[config.mk]
export PLATFORM = sky130hd
export DESIGN_NAME = ascii_status_frame_parser
export DESIGN_NICKNAME = d
export VERILOG_FILES = /design/src/sv/asfp_pkg.sv /design/src/sv/ascii_status_frame_parser.sv /design/src/sv/asfp_core.sv
export VERILOG_INCLUDE_DIRS = /design/src /design/src/sv
export SDC_FILE = /design/constraint.sdc
export NUM_CORES = 1
export LEC_CHECK = 0
export BUFFER_PORTS_ARGS = -buffer_cell sky130_fd_sc_hd__buf_2
export CORE_ASPECT_RATIO = 0.8
export CORE_MARGIN = 10
export CORE_UTILIZATION = 45
export CTS_CLUSTER_DIAMETER = 150
export CTS_CLUSTER_SIZE = 16
export DETAILED_ROUTE_END_ITERATION = 10
export GPL_TIMING_DRIVEN = 0
export MAX_ROUTING_LAYER = met4
export PLACE_DENSITY = 0.64
export SKIP_CTS_REPAIR_TIMING = 1
export SLEW_MARGIN = 20
export SYNTH_ARGS = -nofsm -noshare
export SYNTH_HDL_FRONTEND = slang
export SYNTH_SLANG_ARGS = --single-unit
[constraint.sdc]
create_clock -name clk_i -period 5.2 [get_ports clk_i]
set_input_delay 0.78 -clock clk_i [delete_from_list [all_inputs] [get_ports clk_i]]
set_output_delay 0.78 -clock clk_i [all_outputs]
set_load 0.005 [all_outputs]
[src/sv/ascii_status_frame_parser_defines.svh]
// assertion helpers used by the top-level rtl file
`ifndef ASCII_STATUS_FRAME_PARSER_DEFINES_SVH
`define ASCII_STATUS_FRAME_PARSER_DEFINES_SVH

// property must hold on every clock while out of reset
`define ASFP_ASSERT(lbl, prop, msg) \
  lbl: assert property (@(posedge clk_i) disable iff (!rst_ni) (prop)) else $error(msg);

// consequent must hold on the clock after the antecedent
`define ASFP_ASSERT_NEXT(lbl, ante, cons, msg) \
  lbl: assert property (@(posedge clk_i) disable iff (!rst_ni) (ante) |=> (cons)) \
    else $error(msg);

`endif

[src/sv/asfp_pkg.sv]
package asfp_pkg;

  localparam int unsigned MAX_FRAME_BYTES = 64;
  localparam int unsigned MIN_FRAME_BYTES = 10;
  localparam int unsigned LEN_W = $clog2(MAX_FRAME_BYTES + 2);

  localparam int unsigned MAX_SEQ = 65535;
  localparam int unsigned MAX_CONF = 100;
  localparam int unsigned MAX_DIGITS = 5;
  localparam int unsigned NUM_KW = 4;

  localparam logic [7:0] CHAR_CR = 8'h0D;
  localparam logic [7:0] CHAR_LF = 8'h0A;
  localparam logic [7:0] CHAR_COMMA = 8'h2C;

  localparam logic [3:0] POS_SAT = 4'd15;

  typedef enum logic [5:0] {
    PH_HEADER = 6'b000001,
    PH_SEQ    = 6'b000010,
    PH_KEY    = 6'b000100,
    PH_CONF   = 6'b001000,
    PH_TAIL   = 6'b010000,
    PH_DEAD   = 6'b100000
  } phase_e;

  typedef enum logic [2:0] {
    ST_NORMAL  = 3'd0,
    ST_YAWN    = 3'd1,
    ST_FATIGUE = 3'd2,
    ST_UNKNOWN = 3'd3,
    ST_INVALID = 3'd4
  } drv_state_e;

  typedef struct packed {
    logic [6:0]  conf;
    drv_state_e  state;
    logic [15:0] seq;
  } asfp_res_t;

  localparam logic [7:0] HDR_TEXT [5] = '{8'h44, 8'h4D, 8'h53, 8'h31, 8'h2C};

  localparam logic [3:0] KW_LEN [NUM_KW] = '{4'd6, 4'd4, 4'd7, 4'd7};

  localparam logic [7:0] KW_TEXT [NUM_KW][8] = '{
    '{8'h4E, 8'h4F, 8'h52, 8'h4D, 8'h41, 8'h4C, 8'h00, 8'h00},
    '{8'h59, 8'h41, 8'h57, 8'h4E, 8'h00, 8'h00, 8'h00, 8'h00},
    '{8'h46, 8'h41, 8'h54, 8'h49, 8'h47, 8'h55, 8'h45, 8'h00},
    '{8'h55, 8'h4E, 8'h4B, 8'h4E, 8'h4F, 8'h57, 8'h4E, 8'h00}
  };

endpackage

[src/sv/ascii_status_frame_parser.sv]
// ascii status frame parser
// input stream: one frame byte per word on s_axis, tlast flags the final byte
// of a frame. output stream: one result word per frame on m_axis, holding
// the sequence number, the driver state code and the confidence value.
// a word accepted on s_axis lands in an input register and is parsed on the
// following clock unless it waits; a final byte's result goes into the result
// register on m_axis. bytes are taken one per cycle unless a final byte waits.
// when the receiver stalls, the result register holds its word; bytes that
// are not final keep flowing, and a final byte waits in the input register
// until the result register is free, which then stalls s_axis.
// reset clears the parse state and the valid flags of the input register and
// the result register; the first byte after reset starts a new frame. all
// parse state also clears after every final byte.
`include "ascii_status_frame_parser_defines.svh"

module ascii_status_frame_parser import asfp_pkg::*; (
  input  logic        clk_i,
  input  logic        rst_ni,
  input  logic        s_axis_tvalid_i,
  output logic        s_axis_tready_o,
  input  logic [7:0]  s_axis_tdata_i,   // data_byte
  input  logic        s_axis_tlast_i,
  output logic        m_axis_tvalid_o,
  input  logic        m_axis_tready_i,
  output logic [31:0] m_axis_tdata_o    // sequence_res, driver_state, confidence, zero fill
);

  logic       in_v_q, in_v_d;
  logic [7:0] in_byte_q;
  logic       in_last_q;
  logic       out_v_q, out_v_d;
  asfp_res_t  res_q;
  asfp_res_t  core_res;
  logic       advance;

  assign advance         = in_v_q && (!in_last_q || !out_v_q || m_axis_tready_i);
  assign s_axis_tready_o = !in_v_q || advance;

  always_comb begin
    in_v_d = in_v_q;
    if (s_axis_tready_o) begin
      in_v_d = s_axis_tvalid_i;
    end
    out_v_d = out_v_q;
    if (advance && in_last_q) begin
      out_v_d = 1'b1;
    end else if (m_axis_tready_i) begin
      out_v_d = 1'b0;
    end
  end

  always_ff @(posedge clk_i or negedge rst_ni) begin
    if (!rst_ni) begin
      in_v_q  <= 1'b0;
      out_v_q <= 1'b0;
    end else begin
      in_v_q  <= in_v_d;
      out_v_q <= out_v_d;
    end
  end

  always_ff @(posedge clk_i) begin
    if (s_axis_tready_o && s_axis_tvalid_i) begin
      in_byte_q <= s_axis_tdata_i;
      in_last_q <= s_axis_tlast_i;
    end
    if (advance && in_last_q) begin
      res_q <= core_res;
    end
  end

  asfp_core u_core (
    .clk_i  (clk_i),
    .rst_ni (rst_ni),
    .step_i (advance),
    .byte_i (in_byte_q),
    .last_i (in_last_q),
    .res_o  (core_res)
  );

  assign m_axis_tvalid_o = out_v_q;
  assign m_axis_tdata_o  = {6'd0, res_q.conf, res_q.state, res_q.seq};

  `ASFP_ASSERT_NEXT(a_result_loaded, advance && in_last_q, m_axis_tvalid_o,
    "final byte did not produce a result word")
  `ASFP_ASSERT(a_stall_only_full, !s_axis_tready_o |-> (in_v_q && in_last_q && out_v_q),
    "input stalled without a waiting final byte and a full result register")
  `ASFP_ASSERT(a_state_range, m_axis_tvalid_o |-> (m_axis_tdata_o[18:16] <= 3'd4),
    "driver state code out of range")
  `ASFP_ASSERT(a_conf_range, m_axis_tvalid_o |-> (m_axis_tdata_o[25:19] <= 7'd100),
    "confidence out of range")

endmodule

[src/sv/asfp_core.sv]
module asfp_core import asfp_pkg::*; (
  input  logic       clk_i,
  input  logic       rst_ni,
  input  logic       step_i,
  input  logic [7:0] byte_i,
  input  logic       last_i,
  output asfp_res_t  res_o
);

  logic [LEN_W-1:0] len_q, len_d;
  phase_e           phase_q, phase_d;
  logic [3:0]       pos_q, pos_d;
  logic [16:0]      acc_q, acc_d;
  logic [3:0]       cand_q, cand_d;
  logic [15:0]      seq_q, seq_d;
  logic [6:0]       conf_q, conf_d;
  drv_state_e       match_q, match_d;
  logic             hdr_ok_q, hdr_ok_d;
  logic [7:0]       prior_q, prior_d;

  logic is_digit;
  logic found;
  logic len_ok;
  logic crlf_ok;

  always_comb begin
    len_d    = len_q;
    phase_d  = phase_q;
    pos_d    = pos_q;
    acc_d    = acc_q;
    cand_d   = cand_q;
    seq_d    = seq_q;
    conf_d   = conf_q;
    match_d  = match_q;
    hdr_ok_d = hdr_ok_q;
    found    = 1'b0;
    is_digit = byte_i inside {[8'h30:8'h39]};

    if (len_q < LEN_W'(MAX_FRAME_BYTES + 1)) begin
      len_d = len_q + LEN_W'(1);
    end

    case (phase_q)
      PH_HEADER: begin
        if (byte_i != HDR_TEXT[pos_q[2:0]]) begin
          hdr_ok_d = 1'b0;
        end
        pos_d = pos_q + 4'd1;
        if (pos_d >= 4'(MAX_DIGITS)) begin
          phase_d = PH_SEQ;
          pos_d   = 4'd0;
          acc_d   = '0;
        end
      end
      PH_SEQ, PH_CONF: begin
        if ((phase_q == PH_SEQ) && (byte_i == CHAR_COMMA)) begin
          if ((pos_q == 4'd0) || (acc_q > 17'(MAX_SEQ))) begin
            phase_d = PH_DEAD;
          end else begin
            seq_d   = acc_q[15:0];
            phase_d = PH_KEY;
            pos_d   = 4'd0;
            cand_d  = '1;
          end
        end else if ((phase_q == PH_CONF) && (byte_i == CHAR_CR)) begin
          if ((pos_q == 4'd0) || (acc_q > 17'(MAX_CONF))) begin
            phase_d = PH_DEAD;
          end else begin
            conf_d  = acc_q[6:0];
            phase_d = PH_TAIL;
            pos_d   = 4'd0;
          end
        end else if (is_digit && (pos_q < 4'(MAX_DIGITS))) begin
          acc_d = 17'((acc_q << 3) + (acc_q << 1) + {13'd0, byte_i[3:0]});
          pos_d = pos_q + 4'd1;
        end else begin
          phase_d = PH_DEAD;
        end
      end
      PH_KEY: begin
        if (byte_i == CHAR_COMMA) begin
          for (int k = 0; k < NUM_KW; k++) begin
            if (cand_q[k] && (KW_LEN[k] == pos_q) && (pos_q != 4'd0)) begin
              match_d = drv_state_e'(3'(k));
              found   = 1'b1;
            end
          end
          if (found) begin
            phase_d = PH_CONF;
            pos_d   = 4'd0;
            acc_d   = '0;
          end else begin
            phase_d = PH_DEAD;
          end
        end else begin
          for (int k = 0; k < NUM_KW; k++) begin
            if ((pos_q >= KW_LEN[k]) || (KW_TEXT[k][pos_q[2:0]] != byte_i)) begin
              cand_d[k] = 1'b0;
            end
          end
          if (cand_d == 4'd0) begin
            phase_d = PH_DEAD;
          end else begin
            pos_d = pos_q + 4'd1;
          end
        end
      end
      PH_TAIL: begin
        if (pos_q < POS_SAT) begin
          pos_d = pos_q + 4'd1;
        end
      end
      default: begin
      end
    endcase

    prior_d = last_i ? 8'd0 : byte_i;
  end

  assign len_ok  = (len_d >= LEN_W'(MIN_FRAME_BYTES)) && (len_d <= LEN_W'(MAX_FRAME_BYTES));
  assign crlf_ok = (prior_q == CHAR_CR) && (byte_i == CHAR_LF);

  always_comb begin
    res_o.seq   = '0;
    res_o.state = ST_INVALID;
    res_o.conf  = '0;
    if (len_ok && crlf_ok && hdr_ok_d) begin
      res_o.seq  = seq_d;
      res_o.conf = conf_d;
      if ((phase_d == PH_TAIL) && (pos_d == 4'd1)) begin
        res_o.state = match_d;
      end
    end
  end

  always_ff @(posedge clk_i or negedge rst_ni) begin
    if (!rst_ni) begin
      len_q    <= '0;
      phase_q  <= PH_HEADER;
      pos_q    <= '0;
      acc_q    <= '0;
      cand_q   <= '1;
      seq_q    <= '0;
      conf_q   <= '0;
      match_q  <= ST_INVALID;
      hdr_ok_q <= 1'b1;
      prior_q  <= '0;
    end else if (step_i) begin
      if (last_i) begin
        len_q    <= '0;
        phase_q  <= PH_HEADER;
        pos_q    <= '0;
        acc_q    <= '0;
        cand_q   <= '1;
        seq_q    <= '0;
        conf_q   <= '0;
        match_q  <= ST_INVALID;
        hdr_ok_q <= 1'b1;
        prior_q  <= '0;
      end else begin
        len_q    <= len_d;
        phase_q  <= phase_d;
        pos_q    <= pos_d;
        acc_q    <= acc_d;
        cand_q   <= cand_d;
        seq_q    <= seq_d;
        conf_q   <= conf_d;
        match_q  <= match_d;
        hdr_ok_q <= hdr_ok_d;
        prior_q  <= prior_d;
      end
    end
  end

endmodule

==> results of run 1 <==
==> through the flow <==
step / setup slack (ns) / std cells
2_1_floorplan: 2.31 / 735
3_3_place_gp: 1.57 / 985
3_5_place_dp: 1.51 / 986
4_1_cts: 1.48 / 1002
5_1_grt: 1.28 / 1002
6_report: 1.45 / 1002
==> sequential cells by signal, summed over array words and instances, names as in the netlist <==
register	count
m_axis_tdata_o	26
u_core.acc_q	17
u_core.seq_q	16
in_byte_q	8
u_core.prior_q	8
u_core.conf_q	7
u_core.len_q	7
u_core.phase_q	6
u_core.cand_q	4
u_core.pos_q	4
u_core.match_q	3
in_last_q	1
in_v_q	1
m_axis_tvalid_o	1
u_core.hdr_ok_q	1
==> cell type report <==
| type | count | area share, % |
|---|---|---|
| plain buffers | 45 | 3.12 |
| well taps | 210 | 3.38 |
| inverters | 19 | 0.917 |
| flip-flops and latches | 110 | 37.7 |
| clock inverters | 7 | 0.949 |
| clock buffers | 9 | 2.89 |
| repair buffers | 41 | 2.86 |
| multi-input cells | 561 | 48.1 |
==> cell families after synthesis <==
logic type	Yosys count	synth area share [%]
AND/OR/NAND/NOR	266	20.4
AO/OA/AOI/OAI	202	19.5
flip-flops	110	42.1
buffers and inverters	64	4.50
adder cells (fa/ha/maj)	40	7.39
XOR/XNOR	34	4.27
multiplexers	13	1.88
other	1	0.0537
==> metal layers <==
layer / share of wire (%) / up-vias / track usage (%) / routed length, µm
met5: 0 / - / - / 0
met4: 1.5 / 0 / 4.83 / 288
met3: 7.7 / 24 / 4.21 / 1490
met2: 42 / 252 / 26.0 / 8030
met1: 49 / 2913 / 27.5 / 9520
li1: - / 2804 / - / -
==> layout by cell type (no fill, tap or decap), drive strengths merged, types with 8 or more instances in the layout <==
master	instances
xnor2	19
a21o	8
nand4b	8
and3	10
nand4	10
ha	38
a21oi	35
nand2	90
a31oi	9
o21ai	63
xor2	15
a22o	33
nand3	17
edfxtp	35
nor2	52
mux2i	12
clkbuf	24
inv	22
nand2b	12
dfrtp	68
nor3	15
buf	71
==> worst max-delay path by stage <==
stage	depth (start not counted)	from	to
final	13	u_core.pos_q[1]$_DFFE_PN0P_	u_core.acc_q[7]$_DFFE_PN0P_
after global routing	13	u_core.pos_q[1]$_DFFE_PN0P_	u_core.acc_q[8]$_DFFE_PN0P_
after CTS	12	u_core.pos_q[1]$_DFFE_PN0P_	m_axis_tdata_o[18]$_SDFFCE_PN1P_
after detailed placement	12	u_core.pos_q[1]$_DFFE_PN0P_	m_axis_tdata_o[18]$_SDFFCE_PN1P_
after global placement	13	u_core.pos_q[1]$_DFFE_PN0P_	u_core.acc_q[6]$_DFFE_PN0P_
after floorplan	11	u_core.acc_q[0]$_DFFE_PN0P_	u_core.acc_q[16]$_DFFE_PN0P_
==> critical path, stage by stage (launching register included) <==
cell and delay, ns:
dfrtp_1 0.52, buf_2 0.32, inv_1 0.22, ha_1 0.23
buf_2 0.17, and4b_1 0.22, a31o_2 0.24, o21a_1 0.18
nor2_1 0.30, nor4_2 0.14, o21ai_1 0.58, buf_2 0.35
nand2_1 0.08, o21ai_0 0.10
==> power groups by stage <==
stage	Sequential (µW)	Combinational [µW]	Clock, µW
after floorplan	987	543	0
after global placement	999	731	0
after detailed placement	1000	741	0
after CTS	983	745	706
after global routing	991	827	745
final	985	759	686
==> results_dict.tcl, run 1 <==
set metrics [dict create \
    outcome "finished, final reports clean" \
    finish.utilization_pct 51.5 \
    antenna_found_initial 0 \
    die_w_um 159 \
    seq_power_share_pct 40.5 \
    initial_utilization_pct 46.2 \
    power.share.clock_pct 28.2 \
    clock-sinks 110 \
    end_kind "register" \
    grt_pass1_vias 5728 \
    slew_headroom_pct 53.5 \
    fmax_ghz 0.266 \
    setup_tns_ns 0 \
    vias 5993 \
    cts_tree "done" \
    finalHoldViolations 0 \
    dp.final_hpwl_mm 14.5 \
    crit_path_start_kind "register" \
    place_congestion 0.920 \
    syn_area_um2 6980 \
    dr.pass1.iters 5 \
    regToRegSetupSlack_ns 1.45 \
    synth_common_cells "nand2_1 (90), dfrtp_1 (68), o21ai_0 (55), nor2_1 (51), ha_1 (38)" \
    setup_viol 0 \
    synthCells 730 \
    ys_seq_elements 110 \
    root_buffer "clkbuf_16" \
    worst_slew_pin_slew_ns 0.693 \
    synth_edf_count 35 \
    vias_per_cell 5.98 \
    hold_path_class "input port to async pin" \
    nNetsFinal 840 \
    drv_cap 0 \
    p_total_uw 2430 \
    antenna_cells 0 \
    cts_max_level 3 \
    die_h_um 131 \
    avgSynthCellArea_um2 9.56 \
    swShare_pct 35.6 \
    drc 0 \
    numCtsBuffers 9 \
    wl_per_cell_um 19.3 \
    fillers 1449 \
    portBuffers 40 \
    core_um2 15100 \
    yosys.area.top_type_share_pct 24.4 \
    timing.hold.ws_ns 0.383 \
    grt_pass1_wl_mm 31.7 \
    drive_gt1_share_pct 14.4 \
    power_density_nw_per_um2 312 \
    post-route-min-period_ns 3.75 \
    finish.instance_area_um2 7780 \
    yosys.area.top_type "dfrtp_1" \
    synth_top_flop_cell "dfrtp_1" \
    grt_max_degree 42 \
    seq_area_frac_synth_pct 42.1 \
    power.internal_uw 1560 \
    required_ns 5.47 \
    leakagePower_uw 0.00331 \
    rsz0062_at_grt "no" \
    slew_violations 0 \
    finalCritPeriodShare_pct 72.2 \
    r2r_cells 13 \
    cts.reportedPaths.clkPinSlew_ns 0.08 \
    grt-ovfl-total 0 \
    register_area_um2 2940 \
    yosysUniqueCellTypes 77 \
    ir_worst_vdd_uv 195 \
    area_growth_pct 11.5 \
    worstSkewPairLatency_ns 0.36 \
    path_class "register to register" \
    pwr-share-comb_pct 31.2 \
    yosys_warnings 0 \
    route.antenna.remaining_nets 0 \
    cp_max_fo 10 \
    dr.first_iter.drc_count 634 \
    ys_async_sr_fraction_pct 68.2 \
    synth_area_leaders "dfrtp_1 (24%), edfxtp_1 (15%), ha_1 (6.8%)" \
    worst-endpoint-arrival_ns 4.02 \
    r2r_end "u_core.acc_q[7]$_DFFE_PN0P_" \
    cts_max_path_buffers 2 \
    rr_startpoint "u_core.pos_q[1]$_DFFE_PN0P_" \
    synth.most_common_cell "nand2_1" \
    multi_input_comb_area_um2 3750 \
    track_usage_pct 19.0 \
    die-area_um2 20900 \
    std_cell_rows 40 \
    clock_skew_ns 0.00793 \
    io_pins 47 \
    place_area_um2 7480 \
    p_switching_uw 866 \
    drt_wl_total_mm 19.3 \
]
Power figures use the tool's default switching activity.
==> run 2, diff against run 1 <==
--- a/config.mk
+++ b/config.mk
@@ -15,7 +15,7 @@
 export DETAILED_ROUTE_END_ITERATION = 10
 export GPL_TIMING_DRIVEN = 0
 export MAX_ROUTING_LAYER = met4
-export PLACE_DENSITY = 0.64
+export PLACE_DENSITY = 0.67
 export SKIP_CTS_REPAIR_TIMING = 1
 export SLEW_MARGIN = 20
 export SYNTH_ARGS = -nofsm -noshare
==> constraint.sdc (replaced) <==
create_clock -name clk_i -period 3.2 [get_ports clk_i]
set_input_delay 0.48 -clock clk_i [delete_from_list [all_inputs] [get_ports clk_i]]
set_output_delay 0.48 -clock clk_i [all_outputs]
set_load 0.005 [all_outputs]
==> run 2 against run 1 <==
  * Count of clock-buffer cells in the layout unchanged
  * Combinational power up 86%
  * Non-clock buffer count grew 17
  * Critical endpoint is now m_axis_tdata_o[17]$_SDFFCE_PN0P_
  * Register-to-register slack worse by 1.4 ns
  * Critical path depth decreased by 2
  * Clock power increased by 71%
  * Utilization grew 2.0 points
  * Design area is 3.9% higher
  * Fmax up 19%
  * Sequential share of layout area down 1.4 points
  * Sequential cell count did not move
==> results_dict.tcl, run 2 (synthesized netlist as in run 1, its figures left out) <==
set metrics [dict create \
    worst-endpoint-arrival_ns 3.29 \
    drt_wl_total_mm 19.7 \
    clock-sinks 110 \
    final_cells 1019 \
    largest-register "m_axis_tdata_o" \
    clock_skew_ns 0.0137 \
    regToRegSetupSlack_ns 0.04 \
    place_congestion 0.968 \
    cp_cell_sequence "buf_8 -> clkinvlp_4 -> ha_2 -> or2_0 -> a21oi_1 -> o2111ai_1 -> nand3b_1 -> nand4_1 -> mux2_2 -> and4_1 -> and4b_1" \
    power.share.clock_pct 28.0 \
    grt_pass1_vias 5807 \
    hold_path_class "input port to async pin" \
    initial_utilization_pct 46.2 \
    slew_violations 0 \
    numCtsBuffers 9 \
    cts_max_level 3 \
    drv_cap 0 \
    vias 6029 \
    post-route-min-period_ns 3.16 \
    power_density_nw_per_um2 518 \
    vias_per_cell 5.92 \
    route.antenna.remaining_nets 0 \
    path_class "register to register" \
    portBuffers 40 \
    placed_cells 986 \
    power.internal_uw 2670 \
    die-area_um2 20900 \
    io_pins 47 \
    finalHoldViolations 0 \
    slowest_delay_ns 0.45 \
    pwr-share-comb_pct 33.7 \
    die_w_um 159 \
    finalCritPeriodShare_pct 98.7 \
    end_kind "register" \
    p_total_uw 4180 \
    fillers 1377 \
    seq_power_share_pct 38.3 \
    antenna_cells 0 \
    cp_slowest_cell "dfrtp_2" \
    leakagePower_uw 0.00340 \
    r2r_cells 11 \
    cts.reportedPaths.clkPinSlew_ns 0.09 \
    grt_max_degree 46 \
    worst_slew_pin_slew_ns 0.638 \
    dr.pass1.iters 5 \
    cts_max_path_buffers 2 \
    nNetsFinal 857 \
    antenna_found_initial 0 \
    layout_commonest_cell "nand2_1" \
    ir_worst_vdd_uv 444 \
    slew_headroom_pct 57.4 \
    core_um2 15100 \
    crit_path_start_kind "register" \
    std_cell_rows 40 \
    cts_tree "done" \
    track_usage_pct 18.6 \
    cp_max_fo 9 \
    grt_pass1_wl_mm 31.2 \
    grt-ovfl-total 0 \
    root_buffer "clkbuf_16" \
    outcome "finished, final reports clean" \
    r2r_end "m_axis_tdata_o[17]$_SDFFCE_PN0P_" \
    rsz0062_at_grt "yes" \
    p_switching_uw 1510 \
    area_growth_pct 15.9 \
    drive_gt1_share_pct 19.4 \
    die_h_um 131 \
    drc 0 \
    dp.final_hpwl_mm 14.7 \
    fmax_ghz 0.317 \
    worstSkewPairLatency_ns 0.37 \
    final_cell_mix "nand2_1 (89), dfrtp_1 (64), buf_2 (57)" \
    dr.first_iter.drc_count 628 \
    wl_per_cell_um 19.3 \
    largestRegisters "m_axis_tdata_o (26), u_core.acc_q (17), u_core.seq_q (16)" \
    rr_startpoint "u_core.pos_q[0]$_DFFE_PN0P_" \
    largest_register_ffs 26 \
    required_ns 3.33 \
    swShare_pct 36.2 \
    setup_viol 0 \
]
[run 2: cell count changes in the layout (fill, tap and decap cells not counted), sizes merged]
cell / previous run / this run
buf: 71 / 88
inv: 22 / 20
clkinv: 3 / 4
clkinvlp: 1 / 2
[run 2: routing by layer]
metal	up-vias	GRT usage (%)	wire length, µm	share of wire [%]
met2	231	27.3	8690	44
met1	2940	25.7	9580	49
met4	0	4.16	193	0.98
met5	-	-	0	0
li1	2839	-	-	-
met3	19	4.31	1200	6.1
[run 2: through the flow]
stage	setup WS, ns	utilization [%]	TNS [ns]	hold WS [ns]	instance area (µm²)
final	0.0423	53.5	0	0.0508	8090
after global routing	-0.0579	53.5	-0.154	0.0711	8090
after CTS	-0.435	51.7	-6.28	0.0636	7810
after detailed placement	-0.418	49.6	-5.17	0.464	7490
after global placement	-0.324	49.4	-3.85	0.465	7460
after floorplan	0.314	-	0	0.184	7000
[run 2: power groups by stage]
stage / Clock [µW] / Sequential [µW] / Combinational [µW]
2_1_floorplan: 0 / 1600 / 882
5_1_grt: 1250 / 1610 / 1520
4_1_cts: 1190 / 1590 / 1210
3_5_place_dp: 0 / 1620 / 1210
3_3_place_gp: 0 / 1620 / 1180
6_report: 1170 / 1600 / 1410
[run 2: cell type report]
class / count / area (µm²) / area share, %
multi-input combinational: 561 / 3860 / 47.7
sequential: 110 / 2940 / 36.4
timing repair buffer: 58 / 358 / 4.43
buffer: 45 / 267 / 3.30
tap: 210 / 263 / 3.25
clock buffer: 9 / 225 / 2.79
clock inverter: 7 / 93.8 / 1.16
inverter: 19 / 78.8 / 0.975
[run 2: worst max path at each step]
stage | start | end | slack, ns
finish | u_core.pos_q[0]$_DFFE_PN0P_ | m_axis_tdata_o[17]$_SDFFCE_PN0P_ | 0.04
global route | u_core.pos_q[1]$_DFFE_PN0P_ | m_axis_tdata_o[17]$_SDFFCE_PN0P_ | -0.06
floorplan | u_core.acc_q[0]$_DFFE_PN0P_ | u_core.acc_q[16]$_DFFE_PN0P_ | 0.31
global placement | u_core.pos_q[1]$_DFFE_PN0P_ | m_axis_tdata_o[18]$_SDFFCE_PN1P_ | -0.32
detailed placement | u_core.pos_q[1]$_DFFE_PN0P_ | m_axis_tdata_o[18]$_SDFFCE_PN1P_ | -0.42
CTS | u_core.pos_q[1]$_DFFE_PN0P_ | m_axis_tdata_o[18]$_SDFFCE_PN1P_ | -0.43
[run 2: critical path, delay by kind of cell, from the launching register on]
kind | cells | cell delay, ns
simple gates | 5 | 1.19
buf+inv | 2 | 0.34
compound gates | 2 | 0.32
fa+ha+maj | 1 | 0.25
flops | 1 | 0.45
mux | 1 | 0.35
==> run 3, diff against run 2 <==
--- a/config.mk
+++ b/config.mk
@@ -6,6 +6,7 @@
 export SDC_FILE = /design/constraint.sdc
 export NUM_CORES = 1
 export LEC_CHECK = 0
+export ABC_AREA = 1
 export BUFFER_PORTS_ARGS = -buffer_cell sky130_fd_sc_hd__buf_2
 export CORE_ASPECT_RATIO = 0.8
 export CORE_MARGIN = 10
@@ -14,9 +15,7 @@
 export CTS_CLUSTER_SIZE = 16
 export DETAILED_ROUTE_END_ITERATION = 10
 export GPL_TIMING_DRIVEN = 0
-export MAX_ROUTING_LAYER = met4
 export PLACE_DENSITY = 0.67
-export SKIP_CTS_REPAIR_TIMING = 1
 export SLEW_MARGIN = 20
 export SYNTH_ARGS = -nofsm -noshare
 export SYNTH_HDL_FRONTEND = slang
==> run 3 against run 2 <==
  * Clock skew is 0.0060 ns lower
  * Design area is 2.9% lower
  * Die area is 0.31% higher
  * Hold slack better by 0.047 ns
  * Utilization is 1.5 points lower
  * Clock power hardly changed
  * Final cell count is 16% higher
  * Synthesized cell count is 24% higher
  * Critical path depth is 3 higher
  * Largest power group unchanged
==> results_dict.tcl, run 3 <==
set metrics [dict create \
    fillers 1508 \
    grt_pass1_vias 5753 \
    placed_cells 1160 \
    synth_area_leaders "dfrtp_1 (24%), edfxtp_1 (15%), nand2_1 (13%)" \
    clock-sinks 110 \
    synth_top_flop_cell "dfrtp_1" \
    leakagePower_uw 0.00381 \
    slew_headroom_pct 34.4 \
    rsz0062_at_grt "no" \
    worst-endpoint-arrival_ns 3.08 \
    ys_seq_elements 110 \
    slew_violations 0 \
    yosysUniqueCellTypes 46 \
    yosys.area.top_type "dfrtp_1" \
    cts.reportedPaths.clkPinSlew_ns 0.08 \
    cts_max_path_buffers 2 \
    grt-ovfl-total 0 \
    rr_startpoint "u_core.pos_q[0]$_DFFE_PN0P_" \
    antenna_cells 0 \
    end_kind "register" \
    die-area_um2 21000 \
    power_density_nw_per_um2 536 \
    clock_skew_ns 0.00768 \
    place_congestion 0.932 \
    antenna_found_initial 0 \
    layout_commonest_cell "nand2_1" \
    die_w_um 159 \
    yosys_warnings 0 \
    area_growth_pct 12.1 \
    r2r_end "m_axis_tdata_o[18]$_SDFFCE_PN1P_" \
    drv_cap 0 \
    final_cells 1179 \
    dp.final_hpwl_mm 14.3 \
    r2r_cells 14 \
    cts_tree "done" \
    post-route-min-period_ns 3.00 \
    synthCells 904 \
    drc 0 \
    fmax_ghz 0.334 \
    required_ns 3.28 \
    drive_gt1_share_pct 14.6 \
    outcome "finished, final reports clean" \
    portBuffers 40 \
    syn_area_um2 7000 \
    nNetsFinal 1017 \
    yosys.area.top_type_share_pct 24.3 \
    worstSkewPairLatency_ns 0.36 \
    cp_max_fo 8 \
    hold_path_class "input port to async pin" \
    vias_per_cell 5.37 \
    dr.first_iter.drc_count 671 \
    core_um2 15100 \
    ir_worst_vdd_uv 303 \
    die_h_um 132 \
    worst_slew_pin_slew_ns 0.983 \
    route.antenna.remaining_nets 0 \
    largestRegisters "m_axis_tdata_o (26), u_core.acc_q (17), u_core.seq_q (16)" \
    regToRegSetupSlack_ns 0.20 \
    numCtsBuffers 9 \
    seq_area_frac_synth_pct 41.9 \
    vias 6337 \
    final_cell_mix "nand2_1 (239), nor2_1 (99), inv_1 (87)" \
    dr.pass1.iters 6 \
    track_usage_pct 17.9 \
    wl_per_cell_um 16.1 \
    avgSynthCellArea_um2 7.75 \
    initial_utilization_pct 46.3 \
    setup_viol 0 \
    largest_register_ffs 26 \
    grt_pass1_wl_mm 30.8 \
    finalCritPeriodShare_pct 93.6 \
    synth_edf_count 35 \
    root_buffer "clkbuf_16" \
    largest-register "m_axis_tdata_o" \
    grt_max_degree 42 \
    cts_max_level 3 \
    postCtsHoldBufs 0 \
    drt_wl_total_mm 19.0 \
    synth_common_cells "nand2_1 (239), nor2_1 (99), inv_1 (88), o21ai_0 (72), dfrtp_1 (68)" \
    std_cell_rows 40 \
    crit_path_start_kind "register" \
    ys_async_sr_fraction_pct 68.2 \
    io_pins 47 \
    finalHoldViolations 0 \
    path_class "register to register" \
    synth.most_common_cell "nand2_1" \
    setup_tns_ns 0 \
]
## run 3: cell types whose count changed in the layout (fill, tap and decap cells not counted), sizes merged, moves of 10 or more
cell and change:
nand2b -12, buf -28, nand2 +158, o22ai +26
a22o -33, mux2i -11, inv +86, xnor2 -10
and3 -10, nor2 +58, o21ai +25, nand3 +34
## run 3: final cells by class
type	instances	area [µm²]	area share [%]
multi-input cells	666	3530	44.9
clock buffers	9	225	2.87
repair buffers	44	245	3.12
plain buffers	29	176	2.25
flip-flops and latches	110	2940	37.4
well taps	210	263	3.35
inverters	104	394	5.02
clock inverters	7	82.6	1.05
## run 3: metrics by stage
step                      hold slack (ns)  setup slack [ns]  util [%]  cell area (µm²)  total power (µW)
after detailed placement            0.473            0.0741      49.7             7510              2990
after floorplan                     0.184             0.532         -             7020              2620
after global placement              0.465            0.0479      49.5             7480              2990
final                              0.0974             0.204      52.0             7850              4210
after global routing                0.126           0.00548      52.0             7850              4470
after CTS                           0.120            0.0477      51.7             7820              4150
## run 3: repair_timing
action | in CTS | in global routing
hold endpoints to repair | 0 | 0
setup buffers | 0 | 3
setup endpoints to repair | 0 | 8
resized for setup | 0 | 6
## run 3: worst max path at each step
stage                     cells after the start                               end  slack [ns]                         from
after floorplan                              15      u_core.acc_q[14]$_DFFE_PN0P_        0.53       in_byte_q[3]$_DFFE_PP_
after global placement                       14  m_axis_tdata_o[18]$_SDFFCE_PN1P_        0.05  u_core.pos_q[0]$_DFFE_PN0P_
after detailed placement                     16  m_axis_tdata_o[18]$_SDFFCE_PN1P_        0.07  u_core.pos_q[1]$_DFFE_PN0P_
after CTS                                    16  m_axis_tdata_o[18]$_SDFFCE_PN1P_        0.05  u_core.pos_q[1]$_DFFE_PN0P_
after global routing                         17  m_axis_tdata_o[16]$_SDFFCE_PN0P_       0.005  u_core.pos_q[0]$_DFFE_PN0P_
final                                        14  m_axis_tdata_o[18]$_SDFFCE_PN1P_        0.20  u_core.pos_q[0]$_DFFE_PN0P_
## run 3: metal layers
layer	vias to the layer above	global-route usage (%)	wire length [µm]
met3	19	3.90	1600
met5	-	0	0
met2	270	24.5	7410
li1	3105	-	-
met4	0	3.39	195
met1	2943	27.8	9760
## run 3: worst max-delay path, stage by stage, from the launching register on
cell        delay, ns
dfrtp_2          0.52
clkinvlp_4       0.21
ha_1             0.33
nor2_1           0.22
nand2_1          0.09
nand3_1          0.07
nand2_1          0.06
nor2_1           0.15
nand3_2          0.16
nand4_2          0.21
nand2_1          0.07
nand2_1          0.06
nand3_1          0.14
a21oi_2          0.28
nand3_1          0.17
## run 3: logic make-up after synthesis
kind of cell	after synthesis	share of synthesized area [%]
adder cells (fa/ha/maj)	40	7.36
buffers and inverters	133	8.09
AND/OR/NAND/NOR	436	26.6
AO/OA/AOI/OAI	165	13.6
flip-flops	110	41.9
other	1	0.0535
multiplexers	1	0.143
XOR/XNOR	18	2.25
## run 3: where the power goes
group	leakage, µW	switching (µW)	internal [µW]
registers	0.00134	111	1550
logic	0.00232	955	430
clock network	0.000148	598	562
total	0.00381	1660	2540
